## src/asp_pkg.sv

```systemverilog
// ----------------------------------------------------------------------------
// asp_pkg
// Shared types, phase codes and the sample rate table for the sample header
// table parser.
// ----------------------------------------------------------------------------
`timescale 1ns / 1ps

package asp_pkg;

    localparam int unsigned BYTE_W   = 8;
    localparam int unsigned STATUS_W = 2;
    localparam int unsigned CHAN_W   = 8;
    localparam int unsigned WORD_W   = 32;
    localparam int unsigned OFFS_W   = 30;
    localparam int unsigned SKIP_W   = 23;
    localparam int unsigned PHASE_W  = 4;

    // parse phases
    localparam logic [PHASE_W-1:0] PH_MODE   = 4'd0;
    localparam logic [PHASE_W-1:0] PH_OFFSET = 4'd1;
    localparam logic [PHASE_W-1:0] PH_UNKN   = 4'd2;
    localparam logic [PHASE_W-1:0] PH_XHDR   = 4'd3;
    localparam logic [PHASE_W-1:0] PH_XTYPE  = 4'd4;
    localparam logic [PHASE_W-1:0] PH_CHAN   = 4'd5;
    localparam logic [PHASE_W-1:0] PH_FREQ   = 4'd6;
    localparam logic [PHASE_W-1:0] PH_LOOPS  = 4'd7;
    localparam logic [PHASE_W-1:0] PH_LOOPE  = 4'd8;
    localparam logic [PHASE_W-1:0] PH_CRC    = 4'd9;
    localparam logic [PHASE_W-1:0] PH_SKIP   = 4'd10;

    // result status codes
    localparam logic [STATUS_W-1:0] ST_OK       = 2'd0;
    localparam logic [STATUS_W-1:0] ST_BAD_FREQ = 2'd1;
    localparam logic [STATUS_W-1:0] ST_BAD_LEN  = 2'd2;
    localparam logic [STATUS_W-1:0] ST_BAD_SEEK = 2'd3;

    // extra header types
    localparam logic [BYTE_W-1:0] XT_CHANNELS = 8'h02;
    localparam logic [BYTE_W-1:0] XT_FREQ     = 8'h04;
    localparam logic [BYTE_W-1:0] XT_LOOP     = 8'h06;
    localparam logic [BYTE_W-1:0] XT_CRC      = 8'h16;

    // required payload lengths (the crc length is a minimum)
    localparam logic [SKIP_W-1:0] LEN_CHANNELS = 23'd1;
    localparam logic [SKIP_W-1:0] LEN_FREQ     = 23'd4;
    localparam logic [SKIP_W-1:0] LEN_LOOP     = 23'd8;
    localparam logic [SKIP_W-1:0] LEN_CRC      = 23'd4;

    typedef struct packed {
        logic [CHAN_W-1:0] channels;
        logic [WORD_W-1:0] frequency;
        logic [OFFS_W-1:0] data_offset;
        logic [WORD_W-1:0] unknown_word;
        logic [WORD_W-1:0] loop_begin;
        logic [WORD_W-1:0] loop_finish;
        logic              has_loop;
        logic [WORD_W-1:0] stream_crc;
        logic              has_crc;
    } t_hdr;

    typedef struct packed {
        logic [STATUS_W-1:0] status;
        t_hdr                hdr;
    } t_result;

    typedef struct packed {
        logic    valid;
        t_result res;
    } t_result_beat;

    function automatic logic [WORD_W-1:0] rate_lookup(input logic [3:0] code);
        logic [WORD_W-1:0] rate;
        case (code)
            4'd1:    rate = 32'd8000;
            4'd2:    rate = 32'd11000;
            4'd3:    rate = 32'd11025;
            4'd4:    rate = 32'd16000;
            4'd5:    rate = 32'd22050;
            4'd6:    rate = 32'd24000;
            4'd7:    rate = 32'd32000;
            4'd8:    rate = 32'd44100;
            4'd9:    rate = 32'd48000;
            default: rate = '0;
        endcase
        return rate;
    endfunction

endpackage

```

## src/asp_if.sv

```systemverilog
// ----------------------------------------------------------------------------
// asp_in_if / asp_out_if
// Valid/ready channels for the header table bytes and the parsed headers.
// ----------------------------------------------------------------------------
`timescale 1ns / 1ps

interface asp_in_if;
    import asp_pkg::*;
    logic              valid;
    logic              ready;
    logic [BYTE_W-1:0] data_byte;
    logic              restart;

    modport source (output valid, output data_byte, output restart, input ready);
    modport sink   (input valid, input data_byte, input restart, output ready);
endinterface

interface asp_out_if;
    import asp_pkg::*;
    logic                valid;
    logic                ready;
    logic [STATUS_W-1:0] status;
    logic [CHAN_W-1:0]   channels;
    logic [WORD_W-1:0]   frequency;
    logic [OFFS_W-1:0]   data_offset;
    logic [WORD_W-1:0]   unknown_word;
    logic [WORD_W-1:0]   loop_begin;
    logic [WORD_W-1:0]   loop_finish;
    logic                has_loop;
    logic [WORD_W-1:0]   stream_crc;
    logic                has_crc;

    modport source (
        output valid, output status, output channels, output frequency,
        output data_offset, output unknown_word, output loop_begin,
        output loop_finish, output has_loop, output stream_crc, output has_crc,
        input  ready
    );
    modport sink (
        input  valid, input status, input channels, input frequency,
        input  data_offset, input unknown_word, input loop_begin,
        input  loop_finish, input has_loop, input stream_crc, input has_crc,
        output ready
    );
endinterface

```

## src/asp_parse_core.sv

```systemverilog
// ----------------------------------------------------------------------------
// asp_parse_core
// Per-byte parser state update; produces at most one header result for each
// byte transfer, combinationally from the byte and the current state.
// ----------------------------------------------------------------------------
`timescale 1ns / 1ps

module asp_parse_core (
    input  logic                  i_clk,
    input  logic                  i_rst_n,
    input  logic                  i_step,
    input  logic [7:0]            i_data_byte,
    input  logic                  i_restart,
    output asp_pkg::t_result_beat o_beat
);
    import asp_pkg::*;

    logic [PHASE_W-1:0] r_phase, n_phase;
    logic [1:0]         r_idx, n_idx;
    logic [SKIP_W-1:0]  r_skip, n_skip;
    logic [WORD_W-1:0]  r_asm, n_asm;
    logic               r_more, n_more;
    logic               r_halt, n_halt;
    t_hdr               r_hdr, n_hdr;

    logic [PHASE_W-1:0] c_phase;
    logic [1:0]         c_idx;
    logic [SKIP_W-1:0]  c_skip;
    logic [WORD_W-1:0]  c_asm;
    logic               c_more;
    logic               c_halt;
    logic [WORD_W-1:0]  asm_g;
    logic [SKIP_W-1:0]  skip_dec;
    logic               do_end;
    logic               emit;
    logic [STATUS_W-1:0] emit_status;

    always_comb begin
        // restart puts the parser back to its reset state before the byte
        c_phase = i_restart ? PH_MODE : r_phase;
        c_idx   = i_restart ? 2'd0 : r_idx;
        c_skip  = i_restart ? '0 : r_skip;
        c_asm   = i_restart ? '0 : r_asm;
        c_more  = i_restart ? 1'b0 : r_more;
        c_halt  = i_restart ? 1'b0 : r_halt;

        asm_g    = c_asm | (WORD_W'(i_data_byte) << {c_idx, 3'b000});
        skip_dec = c_skip - SKIP_W'(1);

        n_phase     = c_phase;
        n_idx       = c_idx;
        n_skip      = c_skip;
        n_asm       = c_asm;
        n_more      = c_more;
        n_halt      = c_halt;
        n_hdr       = r_hdr;
        do_end      = 1'b0;
        emit        = 1'b0;
        emit_status = ST_OK;

        if (!c_halt) begin
            case (c_phase)
                PH_MODE: begin
                    n_hdr             = '0;
                    n_more            = i_data_byte[0];
                    n_hdr.channels    = CHAN_W'(1) << i_data_byte[6:5];
                    n_hdr.data_offset = OFFS_W'(i_data_byte[7]);
                    n_idx             = 2'd0;
                    n_asm             = '0;
                    n_hdr.frequency   = rate_lookup(i_data_byte[4:1]);
                    if (n_hdr.frequency == '0) begin
                        n_hdr.data_offset = '0;
                        n_halt            = 1'b1;
                        emit              = 1'b1;
                        emit_status       = ST_BAD_FREQ;
                    end else begin
                        n_phase = PH_OFFSET;
                    end
                end
                PH_OFFSET: begin
                    n_asm = asm_g;
                    n_idx = c_idx + 2'd1;
                    if (c_idx == 2'd2) begin
                        n_hdr.data_offset = {asm_g[23:0], r_hdr.data_offset[0], 5'b00000};
                        n_asm             = '0;
                        n_idx             = 2'd0;
                        n_phase           = PH_UNKN;
                    end
                end
                PH_UNKN: begin
                    n_asm = asm_g;
                    n_idx = c_idx + 2'd1;
                    if (c_idx == 2'd3) begin
                        n_hdr.unknown_word = asm_g;
                        n_asm              = '0;
                        if (!c_more) begin
                            n_phase = PH_MODE;
                            emit    = 1'b1;
                        end else begin
                            n_phase = PH_XHDR;
                        end
                    end
                end
                PH_XHDR: begin
                    n_asm = asm_g;
                    n_idx = c_idx + 2'd1;
                    if (c_idx == 2'd2) begin
                        n_more  = asm_g[0];
                        n_skip  = asm_g[23:1];
                        n_asm   = '0;
                        n_idx   = 2'd0;
                        n_phase = PH_XTYPE;
                    end
                end
                PH_XTYPE: begin
                    n_asm = '0;
                    n_idx = 2'd0;
                    case (i_data_byte)
                        XT_CHANNELS: begin
                            if (c_skip != LEN_CHANNELS) begin
                                n_halt      = 1'b1;
                                emit        = 1'b1;
                                emit_status = ST_BAD_LEN;
                            end else begin
                                n_phase = PH_CHAN;
                            end
                        end
                        XT_FREQ: begin
                            if (c_skip != LEN_FREQ) begin
                                n_halt      = 1'b1;
                                emit        = 1'b1;
                                emit_status = ST_BAD_LEN;
                            end else begin
                                n_phase = PH_FREQ;
                            end
                        end
                        XT_LOOP: begin
                            if (c_skip != LEN_LOOP) begin
                                n_halt      = 1'b1;
                                emit        = 1'b1;
                                emit_status = ST_BAD_LEN;
                            end else begin
                                n_phase = PH_LOOPS;
                            end
                        end
                        XT_CRC: begin
                            if (c_skip < LEN_CRC) begin
                                n_halt      = 1'b1;
                                emit        = 1'b1;
                                emit_status = ST_BAD_LEN;
                            end else begin
                                n_skip  = c_skip - LEN_CRC;
                                n_phase = PH_CRC;
                            end
                        end
                        default: begin
                            if (c_skip == '0) begin
                                do_end = 1'b1;
                            end else begin
                                n_phase = PH_SKIP;
                            end
                        end
                    endcase
                end
                PH_CHAN: begin
                    n_hdr.channels = i_data_byte;
                    do_end         = 1'b1;
                end
                PH_FREQ: begin
                    n_asm = asm_g;
                    n_idx = c_idx + 2'd1;
                    if (c_idx == 2'd3) begin
                        n_hdr.frequency = asm_g;
                        do_end          = 1'b1;
                    end
                end
                PH_LOOPS: begin
                    n_asm = asm_g;
                    n_idx = c_idx + 2'd1;
                    if (c_idx == 2'd3) begin
                        n_hdr.loop_begin = asm_g;
                        n_asm            = '0;
                        n_phase          = PH_LOOPE;
                    end
                end
                PH_LOOPE: begin
                    n_asm = asm_g;
                    n_idx = c_idx + 2'd1;
                    if (c_idx == 2'd3) begin
                        n_hdr.loop_finish = asm_g;
                        n_hdr.has_loop    = 1'b1;
                        do_end            = 1'b1;
                    end
                end
                PH_CRC: begin
                    n_asm = asm_g;
                    n_idx = c_idx + 2'd1;
                    if (c_idx == 2'd3) begin
                        n_hdr.stream_crc = asm_g;
                        n_hdr.has_crc    = 1'b1;
                        n_asm            = '0;
                        if (c_skip[1:0] != 2'b00) begin
                            n_halt      = 1'b1;
                            emit        = 1'b1;
                            emit_status = ST_BAD_SEEK;
                        end else if (c_skip == '0) begin
                            do_end = 1'b1;
                        end else begin
                            n_phase = PH_SKIP;
                        end
                    end
                end
                PH_SKIP: begin
                    n_skip = skip_dec;
                    if (skip_dec == '0) begin
                        do_end = 1'b1;
                    end
                end
                default: begin
                    n_phase = PH_MODE;
                end
            endcase

            // close one extra header: chain on, or finish the sample header
            if (do_end) begin
                n_idx = 2'd0;
                n_asm = '0;
                if (c_more) begin
                    n_phase = PH_XHDR;
                end else begin
                    n_phase = PH_MODE;
                    emit    = 1'b1;
                end
            end
        end

        o_beat.valid      = i_step && emit;
        o_beat.res.status = emit_status;
        o_beat.res.hdr    = n_hdr;
    end

    always_ff @(posedge i_clk) begin
        if (!i_rst_n) begin
            r_phase <= PH_MODE;
            r_idx   <= 2'd0;
            r_skip  <= '0;
            r_asm   <= '0;
            r_more  <= 1'b0;
            r_halt  <= 1'b0;
        end else if (i_step) begin
            r_phase <= n_phase;
            r_idx   <= n_idx;
            r_skip  <= n_skip;
            r_asm   <= n_asm;
            r_more  <= n_more;
            r_halt  <= n_halt;
        end
    end

    always_ff @(posedge i_clk) begin
        if (i_step) begin
            r_hdr <= n_hdr;
        end
    end

    // a halted parser stays silent until restart
    a_halt_silent: assert property (@(posedge i_clk) disable iff (!i_rst_n)
        (r_halt && !i_restart) |-> !o_beat.valid)
        else $error("result produced while halted");

    // every error result halts the parser
    a_err_halts: assert property (@(posedge i_clk) disable iff (!i_rst_n)
        (o_beat.valid && o_beat.res.status != ST_OK) |=> r_halt)
        else $error("error result without halt");

    // a new header always starts on a word boundary
    a_mode_idx: assert property (@(posedge i_clk) disable iff (!i_rst_n)
        (r_phase == PH_MODE) |-> (r_idx == 2'd0))
        else $error("byte index not cleared at mode byte");

    // skip phase always has bytes left to drop
    a_skip_nz: assert property (@(posedge i_clk) disable iff (!i_rst_n)
        (r_phase == PH_SKIP && !r_halt) |-> (r_skip != '0))
        else $error("skip phase with zero count");

endmodule

```

## src/asp_out_skid.sv

```systemverilog
// ----------------------------------------------------------------------------
// asp_out_skid
// Output register plus one skid entry, so the parser keeps taking bytes while
// a finished header waits at the output.
// ----------------------------------------------------------------------------
`timescale 1ns / 1ps

module asp_out_skid (
    input  logic                  i_clk,
    input  logic                  i_rst_n,
    input  asp_pkg::t_result_beat i_beat,
    output logic                  o_ready,
    asp_out_if.source             o_out
);
    import asp_pkg::*;

    logic    r_out_valid;
    logic    r_skid_valid;
    t_result r_out;
    t_result r_skid;
    logic    take;

    assign take    = r_out_valid && o_out.ready;
    assign o_ready = !r_skid_valid;

    always_ff @(posedge i_clk) begin
        if (!i_rst_n) begin
            r_out_valid  <= 1'b0;
            r_skid_valid <= 1'b0;
        end else if (!r_out_valid || take) begin
            if (r_skid_valid) begin
                r_out_valid  <= 1'b1;
                r_skid_valid <= i_beat.valid;
            end else begin
                r_out_valid  <= i_beat.valid;
            end
        end else if (i_beat.valid) begin
            r_skid_valid <= 1'b1;
        end
    end

    always_ff @(posedge i_clk) begin
        if (!r_out_valid || take) begin
            if (r_skid_valid) begin
                r_out <= r_skid;
                if (i_beat.valid) begin
                    r_skid <= i_beat.res;
                end
            end else if (i_beat.valid) begin
                r_out <= i_beat.res;
            end
        end else if (i_beat.valid) begin
            r_skid <= i_beat.res;
        end
    end

    assign o_out.valid        = r_out_valid;
    assign o_out.status       = r_out.status;
    assign o_out.channels     = r_out.hdr.channels;
    assign o_out.frequency    = r_out.hdr.frequency;
    assign o_out.data_offset  = r_out.hdr.data_offset;
    assign o_out.unknown_word = r_out.hdr.unknown_word;
    assign o_out.loop_begin   = r_out.hdr.loop_begin;
    assign o_out.loop_finish  = r_out.hdr.loop_finish;
    assign o_out.has_loop     = r_out.hdr.has_loop;
    assign o_out.stream_crc   = r_out.hdr.stream_crc;
    assign o_out.has_crc      = r_out.hdr.has_crc;

    // skid entry only fills behind an occupied output register
    a_skid_order: assert property (@(posedge i_clk) disable iff (!i_rst_n)
        r_skid_valid |-> r_out_valid)
        else $error("skid entry valid with empty output");

    // no result arrives while both entries are full
    a_no_overflow: assert property (@(posedge i_clk) disable iff (!i_rst_n)
        i_beat.valid |-> !r_skid_valid)
        else $error("result pushed into full skid buffer");

    // a held result leaves the skid entry in place
    a_skid_hold: assert property (@(posedge i_clk) disable iff (!i_rst_n)
        (r_skid_valid && !o_out.ready) |=> r_skid_valid)
        else $error("skid entry lost while output stalled");

endmodule

```

## src/audio_sample_header_parser.sv

```systemverilog
// ----------------------------------------------------------------------------
// audio_sample_header_parser
// Parses a packed table of audio sample headers, one byte per transfer, and
// gives one result per finished header or on a format error.
// ----------------------------------------------------------------------------
// channel   dir   payload                                         role
// i_in      in    data_byte[8], restart[1]                        table bytes
// o_out     out   status, channels, frequency, data_offset,       header results
//                 unknown_word, loop_begin/finish, has_loop,
//                 stream_crc, has_crc
//
// one byte per cycle while i_in.ready is high; the parser state update is combinational logic
// a result enters the output stage in the cycle after the byte that completes it
// i_rst_n is synchronous; after reset the parser expects a mode byte
// a two-entry output stage (register plus skid) keeps bytes flowing while a
// result waits; i_in.ready drops only when both entries are full
// ----------------------------------------------------------------------------
`timescale 1ns / 1ps

module audio_sample_header_parser (
    input  logic      i_clk,
    input  logic      i_rst_n,
    asp_in_if.sink    i_in,
    asp_out_if.source o_out
);
    import asp_pkg::*;

    t_result_beat beat;
    logic         step;
    logic         skid_ready;

    assign i_in.ready = skid_ready;
    assign step       = i_in.valid && skid_ready;

    asp_parse_core u_core (
        .i_clk       (i_clk),
        .i_rst_n     (i_rst_n),
        .i_step      (step),
        .i_data_byte (i_in.data_byte),
        .i_restart   (i_in.restart),
        .o_beat      (beat)
    );

    asp_out_skid u_out (
        .i_clk   (i_clk),
        .i_rst_n (i_rst_n),
        .i_beat  (beat),
        .o_ready (skid_ready),
        .o_out   (o_out)
    );

endmodule

```

## src/flat_wrapper.sv

```systemverilog
// flat-port wrapper written by rule: the top's interface ports become plain ports
module audio_sample_header_parser_flat import asp_pkg::*;
  (i_clk, i_rst_n, i_in_valid, i_in_data_byte, i_in_restart, i_in_ready, o_out_valid, o_out_status, o_out_channels, o_out_frequency, o_out_data_offset, o_out_unknown_word, o_out_loop_begin, o_out_loop_finish, o_out_has_loop, o_out_stream_crc, o_out_has_crc, o_out_ready);
  asp_in_if i_in_i ();
  asp_out_if o_out_i ();
  input  logic i_clk;
  input  logic i_rst_n;
  input wire logic [$bits(i_in_i.valid)-1:0] i_in_valid;
  input wire logic [$bits(i_in_i.data_byte)-1:0] i_in_data_byte;
  input wire logic [$bits(i_in_i.restart)-1:0] i_in_restart;
  output wire logic [$bits(i_in_i.ready)-1:0] i_in_ready;
  output wire logic [$bits(o_out_i.valid)-1:0] o_out_valid;
  output wire logic [$bits(o_out_i.status)-1:0] o_out_status;
  output wire logic [$bits(o_out_i.channels)-1:0] o_out_channels;
  output wire logic [$bits(o_out_i.frequency)-1:0] o_out_frequency;
  output wire logic [$bits(o_out_i.data_offset)-1:0] o_out_data_offset;
  output wire logic [$bits(o_out_i.unknown_word)-1:0] o_out_unknown_word;
  output wire logic [$bits(o_out_i.loop_begin)-1:0] o_out_loop_begin;
  output wire logic [$bits(o_out_i.loop_finish)-1:0] o_out_loop_finish;
  output wire logic [$bits(o_out_i.has_loop)-1:0] o_out_has_loop;
  output wire logic [$bits(o_out_i.stream_crc)-1:0] o_out_stream_crc;
  output wire logic [$bits(o_out_i.has_crc)-1:0] o_out_has_crc;
  input wire logic [$bits(o_out_i.ready)-1:0] o_out_ready;
  assign i_in_i.valid = i_in_valid;
  assign i_in_i.data_byte = i_in_data_byte;
  assign i_in_i.restart = i_in_restart;
  assign i_in_ready = i_in_i.ready;
  assign o_out_valid = o_out_i.valid;
  assign o_out_status = o_out_i.status;
  assign o_out_channels = o_out_i.channels;
  assign o_out_frequency = o_out_i.frequency;
  assign o_out_data_offset = o_out_i.data_offset;
  assign o_out_unknown_word = o_out_i.unknown_word;
  assign o_out_loop_begin = o_out_i.loop_begin;
  assign o_out_loop_finish = o_out_i.loop_finish;
  assign o_out_has_loop = o_out_i.has_loop;
  assign o_out_stream_crc = o_out_i.stream_crc;
  assign o_out_has_crc = o_out_i.has_crc;
  assign o_out_i.ready = o_out_ready;
  audio_sample_header_parser u_core (.i_clk(i_clk), .i_rst_n(i_rst_n), .i_in(i_in_i), .o_out(o_out_i));
endmodule
```

## config.mk

```make
export PLATFORM = sky130hd
export DESIGN_NAME = audio_sample_header_parser_flat
export DESIGN_NICKNAME = d
export VERILOG_FILES = /design/src/asp_pkg.sv /design/src/asp_if.sv /design/src/asp_parse_core.sv /design/src/asp_out_skid.sv /design/src/audio_sample_header_parser.sv /design/src/flat_wrapper.sv
export SDC_FILE = /design/constraint.sdc
export NUM_CORES = 1
export LEC_CHECK = 0
export BUFFER_PORTS_ARGS = -buffer_cell sky130_fd_sc_hd__buf_2
export CORE_UTILIZATION = 30
export DETAILED_ROUTE_END_ITERATION = 6
export PLACE_DENSITY = 0.49
export SETUP_SLACK_MARGIN = 0.05
export SLEW_MARGIN = 5
export SYNTH_ARGS = -nofsm -noshare
export SYNTH_HDL_FRONTEND = slang
export SYNTH_SLANG_ARGS = --single-unit
```

## constraint.sdc

```tcl
create_clock -name i_clk -period 15.9 [get_ports i_clk]
set_input_delay 1.59 -clock i_clk [delete_from_list [all_inputs] [get_ports i_clk]]
set_output_delay 1.59 -clock i_clk [all_outputs]
set_load 0.03 [all_outputs]
```

# Yosys cells after proc, flatten, opt, wreduce, memory -nomap -nowiden
# Memories as Yosys holds them, arrays and structs flattened.
# Cells that the tools add are included.
# classes
n_addsub	3
bitwise_logic	1
n_reduce_logical	21
order_cmp	1
eq_ne	20
mux	100
shifts	2
# ops
operator	n
2-to-1 mux 202 bit	5
2-to-1 mux 32 bit	10
2-to-1 mux 200 bit	1
one-hot mux 32 bit (2 select lines)	3
one-hot mux 33 bit (2 select lines)	2
one-hot mux 32 bit (4 select lines)	1
2-to-1 mux 23 bit	5
one-hot mux 23 bit (3 select lines)	1
2-to-1 mux 33 bit	2
2-to-1 mux 4 bit	15
one-hot mux 30 bit (2 select lines)	1
logical NOT 23 bit	2
logical NOT 32 bit	1
bitwise OR 32 bit	1
one-hot mux 4 bit (8 select lines)	1
<< shifter 8 x 5 -> 32 bit	1
2-to-1 mux 1 bit	30
2-to-1 mux 30 bit	1
2-to-1 mux 2 bit	12
< comparator 23 x 3 -> 1 bit (second input constant)	1
inequality test 23 x 1 -> 1 bit (second input constant)	1
inequality test 23 x 3 -> 1 bit (second input constant)	1
inequality test 23 x 4 -> 1 bit (second input constant)	1
subtractor 23 x 1 -> 23 bit (second input constant)	1
30 further kinds	48
# word_totals
regBits	669
memories	1
romBits	256
output_inout_bits	204
in_bits	13
# memory_table
memory	words	width	read_ports	rd_clocked_by_memory_dff	wr	line_no	rtl
(name not given)	16	16	1	0	0	asp_pkg.sv:73	case (code)

# Depth between registers and ports, before layout
# logic_depth
ltp_word	14
mapped_depth	21
mapped_depth_nobuf	12

# Modules after synthesis
# A second synthesis with hierarchy kept.
# hier_totals
hier_cells	2285
hier_area_um2	30061.3
# by_module_without_submodules
module	area_per_inst_um2	seq_area_each_um2	n_inst	cells_each
asp_out_skid	15143.3	12171.7	1	640
asp_parse_core	14911.8	7267.0	1	1644
audio_sample_header_parser	6.3	0.0	1	1

# Least setup slack after synthesis
# Ideal clock, no wire load.
# synth_timing
kind	input port to flip-flop
from	input i_in_restart
to	register u_core.u_out.r_out (netlist bit u_core.u_out.o_out.channels[0]) (enable)
stages	19
path_buffers	8
setup_slack_ns	-0.103
arrival_ns	15.170
required_ns	15.067
setup_ns	0.833
path_cell_list	clkbuf_1 > buf_2 > clkbuf_1 > buf_2 > clkbuf_1 > clkbuf_1 > clkbuf_1 > nor2b_1 > inv_1 > ha_1 > and2_1 > clkbuf_1 > o21ai_1 > nor4_1 > a2111oi_0 > or4_4 > nor4_1 > o21ai_0 > a21oi_1
# synth_between
elab_chain_cells	12
# synth_rtl
element	line_no	rtl
start, declared	flat_wrapper.sv:10	input wire logic [$bits(i_in_i.restart)-1:0] i_in_restart;
branches (longest 8 deep; another with subtractor 23 x 1 -> 23 bit)	--	
2-to-1 mux 1 bit (*)	asp_parse_core.sv:61	if (!c_halt) begin
logical AND 1 bit (*)	asp_parse_core.sv:237	o_beat.valid = i_step && emit;
nonzero test 2 bit (no source line) (*)	--	
AND reduction 2 bit (no source line) (*)	--	
end signal, assigned	asp_out_skid.sv:45	r_out <= r_skid;
end signal, assigned	asp_out_skid.sv:50	r_out <= i_beat.res;
end, declared	asp_out_skid.sv:19	t_result r_out;
# Every way passes the cells marked *. The select of a mux whose other input is x is not followed.
# A chain may end at the register's enable or synchronous reset.

# Worst setup path after layout
# layout_timing
from	input i_in_restart
to	register u_core.u_out.r_out (netlist bit u_core.u_out.o_out.loop_begin[26]) (enable)
# The elaborated chain is that of the path after synthesis.

==> reports/results.ini <==
[power]
power.internal_mw = 3.009
finalPower_mw = 3.921
p_clk_share_pct = 43.8
power_frac_seq_pct = 50.6
swShare_pct = 23.27
vdd_drop_max_uv = 77.63
power_density_nw_per_um2 = 114.3
p_leak_nw = 12.10
p_sw_mw = 0.9126
p_comb_share_pct = 5.6

[die]
start_util_pct = 30.34
pin_count = 217
core_um2 = 96990
die_w_um = 315.2
row_count = 114
die_h_um = 315.2
die_area_um2 = 99350

[global_route]
grt_pass1_vias = 19200
grt_overflow_total = 0
grt_usage_pct = 19.01
antenna_found_initial = 6
grt_pass1_wl_um = 138600
grt_max_degree = 80

[clock_tree]
postCtsSetupRepairBufs = 0
path_clk_slew_ps = 60
clk_latency_ps = 640
cts-root-buf = clkbuf_16
numCtsBuffers = 76
htree_num_levels = 3
ctsResizeCount = 0
hold_buffers = 0
cts_tree = done
cts.sinks = 669
cts_buffer_depth = 3

[placement]
place_congestion = 0.9260
dp.cells = 3650
hpwl_um = 62280
io_buffers = 216
place_ws_ps = 6585

[route]
vias_per_cell = 5.281
drc_errors = 28
wl_per_cell_um = 25.39
dr.pass1.iters = 7
vias = 20010
first_iter_violations = 1776
antenna_left = 0
routed_wl_um = 96220

[finish]
syn_to_final_growth_pct = 16.55
layout-drive-gt1-share_pct = 24.69
seqCellArea_um2 = 19440
num-nets-final = 2478
finalNonFillerCells = 3789
nFillCells = 9531
multi_input_area_um2 = 9283
finish.utilization_pct = 35.36

[yosys]
synth_flop_cell = edfxtp_1
postSynthAreaPerCell_um2 = 12.93
async_flop_share_pct = 0
synth_cells = 2276
ys_seq_elements = 669
yosysUniqueCellTypes = 80
synth_fp_nets = 2302
synth.cell_area_um2 = 29430
ys.warnings.count = 0
synth_edf_count = 604
seq_area_frac_synth_pct = 66.06

[job]
maxCapViolCount = 0

[sta]
period_needed_ps = 8669
setup_viol = 0
grt_setup_unrepaired = false
hold_violations = 0
drv_slew = 0
finalSetupTns_ps = 0
relSlewSlack_pct = 12.44
worst_pin_slew_ps = 1303
fin_ws_ps = 7231
min_period_over_period_pct = 54.52
clock_skew_ps = 45.02
fmax_mhz = 115.4

[setup_path]
cpMostUsedCell = buf_4
worstSetupStartpointType = input port
worst-path-max-fanout = 78
crit_chain = buf_2, buf_4, clkinv_1, nand2_1, ha_1, and2_1, o21ai_1, nor4_1, a2111oi_0, or4_4, nor4_1, o21ai_0, a21oi_4, buf_4, buf_4, buf_4
worst-path-buf-inv = 6
critical_path_class = input port to register
crit_required_ps = 16140
critPathArrivalTime_ps = 8910
slowest_delay_ps = 940
cp_top_family = buffers and inverters
end_kind = register
cpMaxStageDelayCell = buf_4

[min_path]
hold_path_class = register to register

[outcome]
violations = DRC
status = finished with violations

[cells by family (layout without fill, tap and decap cells)]
group | count (synthesis) | count (layout) | share of synthesized area [%]
flops | 669 | 669 | 66.06
simple gates | 588 | 588 | 9.669
compound gates | 577 | 577 | 12.33
mux | 216 | 216 | 8.210
buf+inv | 194 | 429 | 2.619
xor+xnor | 19 | 19 | 0.5655
fa+ha+maj | 13 | 13 | 0.5528
other cells | 0 | 2 | 0
[cell usage after synthesis, drive strengths merged, types with 11 or more instances]
master  instances  area [µm²]
a21boi         15       112.6
a21oi          74       370.4
a221o          15       150.1
a221oi         13       113.9
a22o           29       254.0
a22oi          16       120.1
a31oi          17       106.4
and2           12       75.07
buf            21       121.4
clkbuf        145       544.3
dfxtp          65        1301
edfxtp        604       18140
ha             13       162.7
inv            28       105.1
mux2          203        2286
mux2i          13       130.1
nand2         219       822.0
nand2b         16       100.1
nand3          78       390.4
nor2          109       416.7
nor2b          16       100.1
nor3           38       211.5
nor4           24       187.7
o211ai         15       112.6
o21ai         274        1371
o22ai          14       87.58
or2            20       125.1
or4            11       93.84
xnor2          11       96.34
[worst reg2reg max path: stages, from the launching register on]
cell	delay, ps
dfxtp_1	340
nor2b_1	160
inv_1	110
ha_1	470
and2_1	460
o21ai_1	160
nor4_1	330
a2111oi_0	180
or4_4	600
nor4_1	200
o21ai_0	330
a21oi_4	230
buf_4	580
buf_4	900
buf_4	1020
[path summary, 6_finish.rpt]
| path | startpoint | to | slack (ps) | depth (start not counted) |
|---|---|---|---|---|
| setup / recovery | i_in_restart | u_core.u_out.o_out.loop_begin[26] | 7230 | 16 |
| hold / removal | u_core.u_core.r_asm[6] | u_core.u_core.r_asm[6] | 470 | 2 |
| setup reg to reg | u_core.u_core.r_skip[1] | u_core.u_out.o_out.loop_begin[26] | 9340 | 14 |
| hold reg to reg | u_core.u_core.r_asm[6] | u_core.u_core.r_asm[6] | 470 | 2 |
[per-layer routing]
| layer | vias to the layer above | wire length (µm) | GRT usage, % |
|---|---|---|---|
| met5 | - | 0 | 0 |
| met4 | 0 | 1781 | 4.612 |
| met3 | 102 | 5036 | 2.592 |
| met2 | 649 | 45520 | 30.66 |
| met1 | 10190 | 43880 | 26.88 |
| li1 | 9070 | - | - |
[state kept, by name, indices dropped and copies added, names as in the netlist, 30 cells and up]
signal,flops
u_core.u_out.o_out.frequency,32
u_core.u_out.o_out.unknown_word,32
u_core.u_out.o_out.data_offset,30
u_core.u_out.o_out.loop_begin,32
u_core.u_core.r_hdr,200
u_core.u_out.o_out.stream_crc,32
u_core.u_core.r_asm,32
u_core.u_out.o_out.loop_finish,32
u_core.u_out.r_skid,202
[area by class of cell]
class | instances | share of cell area, %
clock buffer | 99 | 5.859
multi-input combinational | 1413 | 27.06
tap | 1276 | 4.655
timing repair buffer | 264 | 4.203
clock inverter | 38 | 1.178
sequential | 669 | 56.68
antenna | 2 | 0.01459
inverter | 28 | 0.3502
[cell usage in the layout, fill, tap and decap left out, types with 16 or more instances in the layout]
| cell type | synthesis | routed |
|---|---|---|
| a21oi_1 | 74 | 73 |
| a22o_1 | 29 | 29 |
| a22oi_1 | 16 | 16 |
| a31oi_1 | 17 | 17 |
| buf_2 | 7 | 216 |
| buf_4 | 1 | 48 |
| clkbuf_1 | 145 | 22 |
| clkbuf_16 | 0 | 77 |
| dfxtp_1 | 65 | 65 |
| edfxtp_1 | 604 | 604 |
| inv_1 | 27 | 25 |
| mux2_2 | 203 | 203 |
| nand2_1 | 219 | 218 |
| nand2b_1 | 16 | 16 |
| nand3_1 | 78 | 75 |
| nor2_1 | 108 | 108 |
| nor3_1 | 35 | 35 |
| nor4_1 | 18 | 18 |
| o21ai_0 | 262 | 259 |
| or2_2 | 19 | 19 |
[power groups by stage]
stage                     Sequential [mW]  Clock, mW  Combinational [mW]
after global routing                 1.99       1.83               0.237
after detailed placement             2.02          0               0.221
after floorplan                      2.05          0               0.114
final                                1.98       1.72               0.221
after CTS                            1.98       1.76               0.222
after global placement               2.02          0               0.219
[stage by stage]
step / hold WS (ps) / area [µm²]
after global placement: 448.2 / 31880
after global routing: 483.3 / 34300
after floorplan: 435.9 / 29430
final: 471.0 / 34300
after CTS: 466.5 / 34290
after detailed placement: 458.4 / 31880
Note: power is estimated with default switching activity, not from simulation.
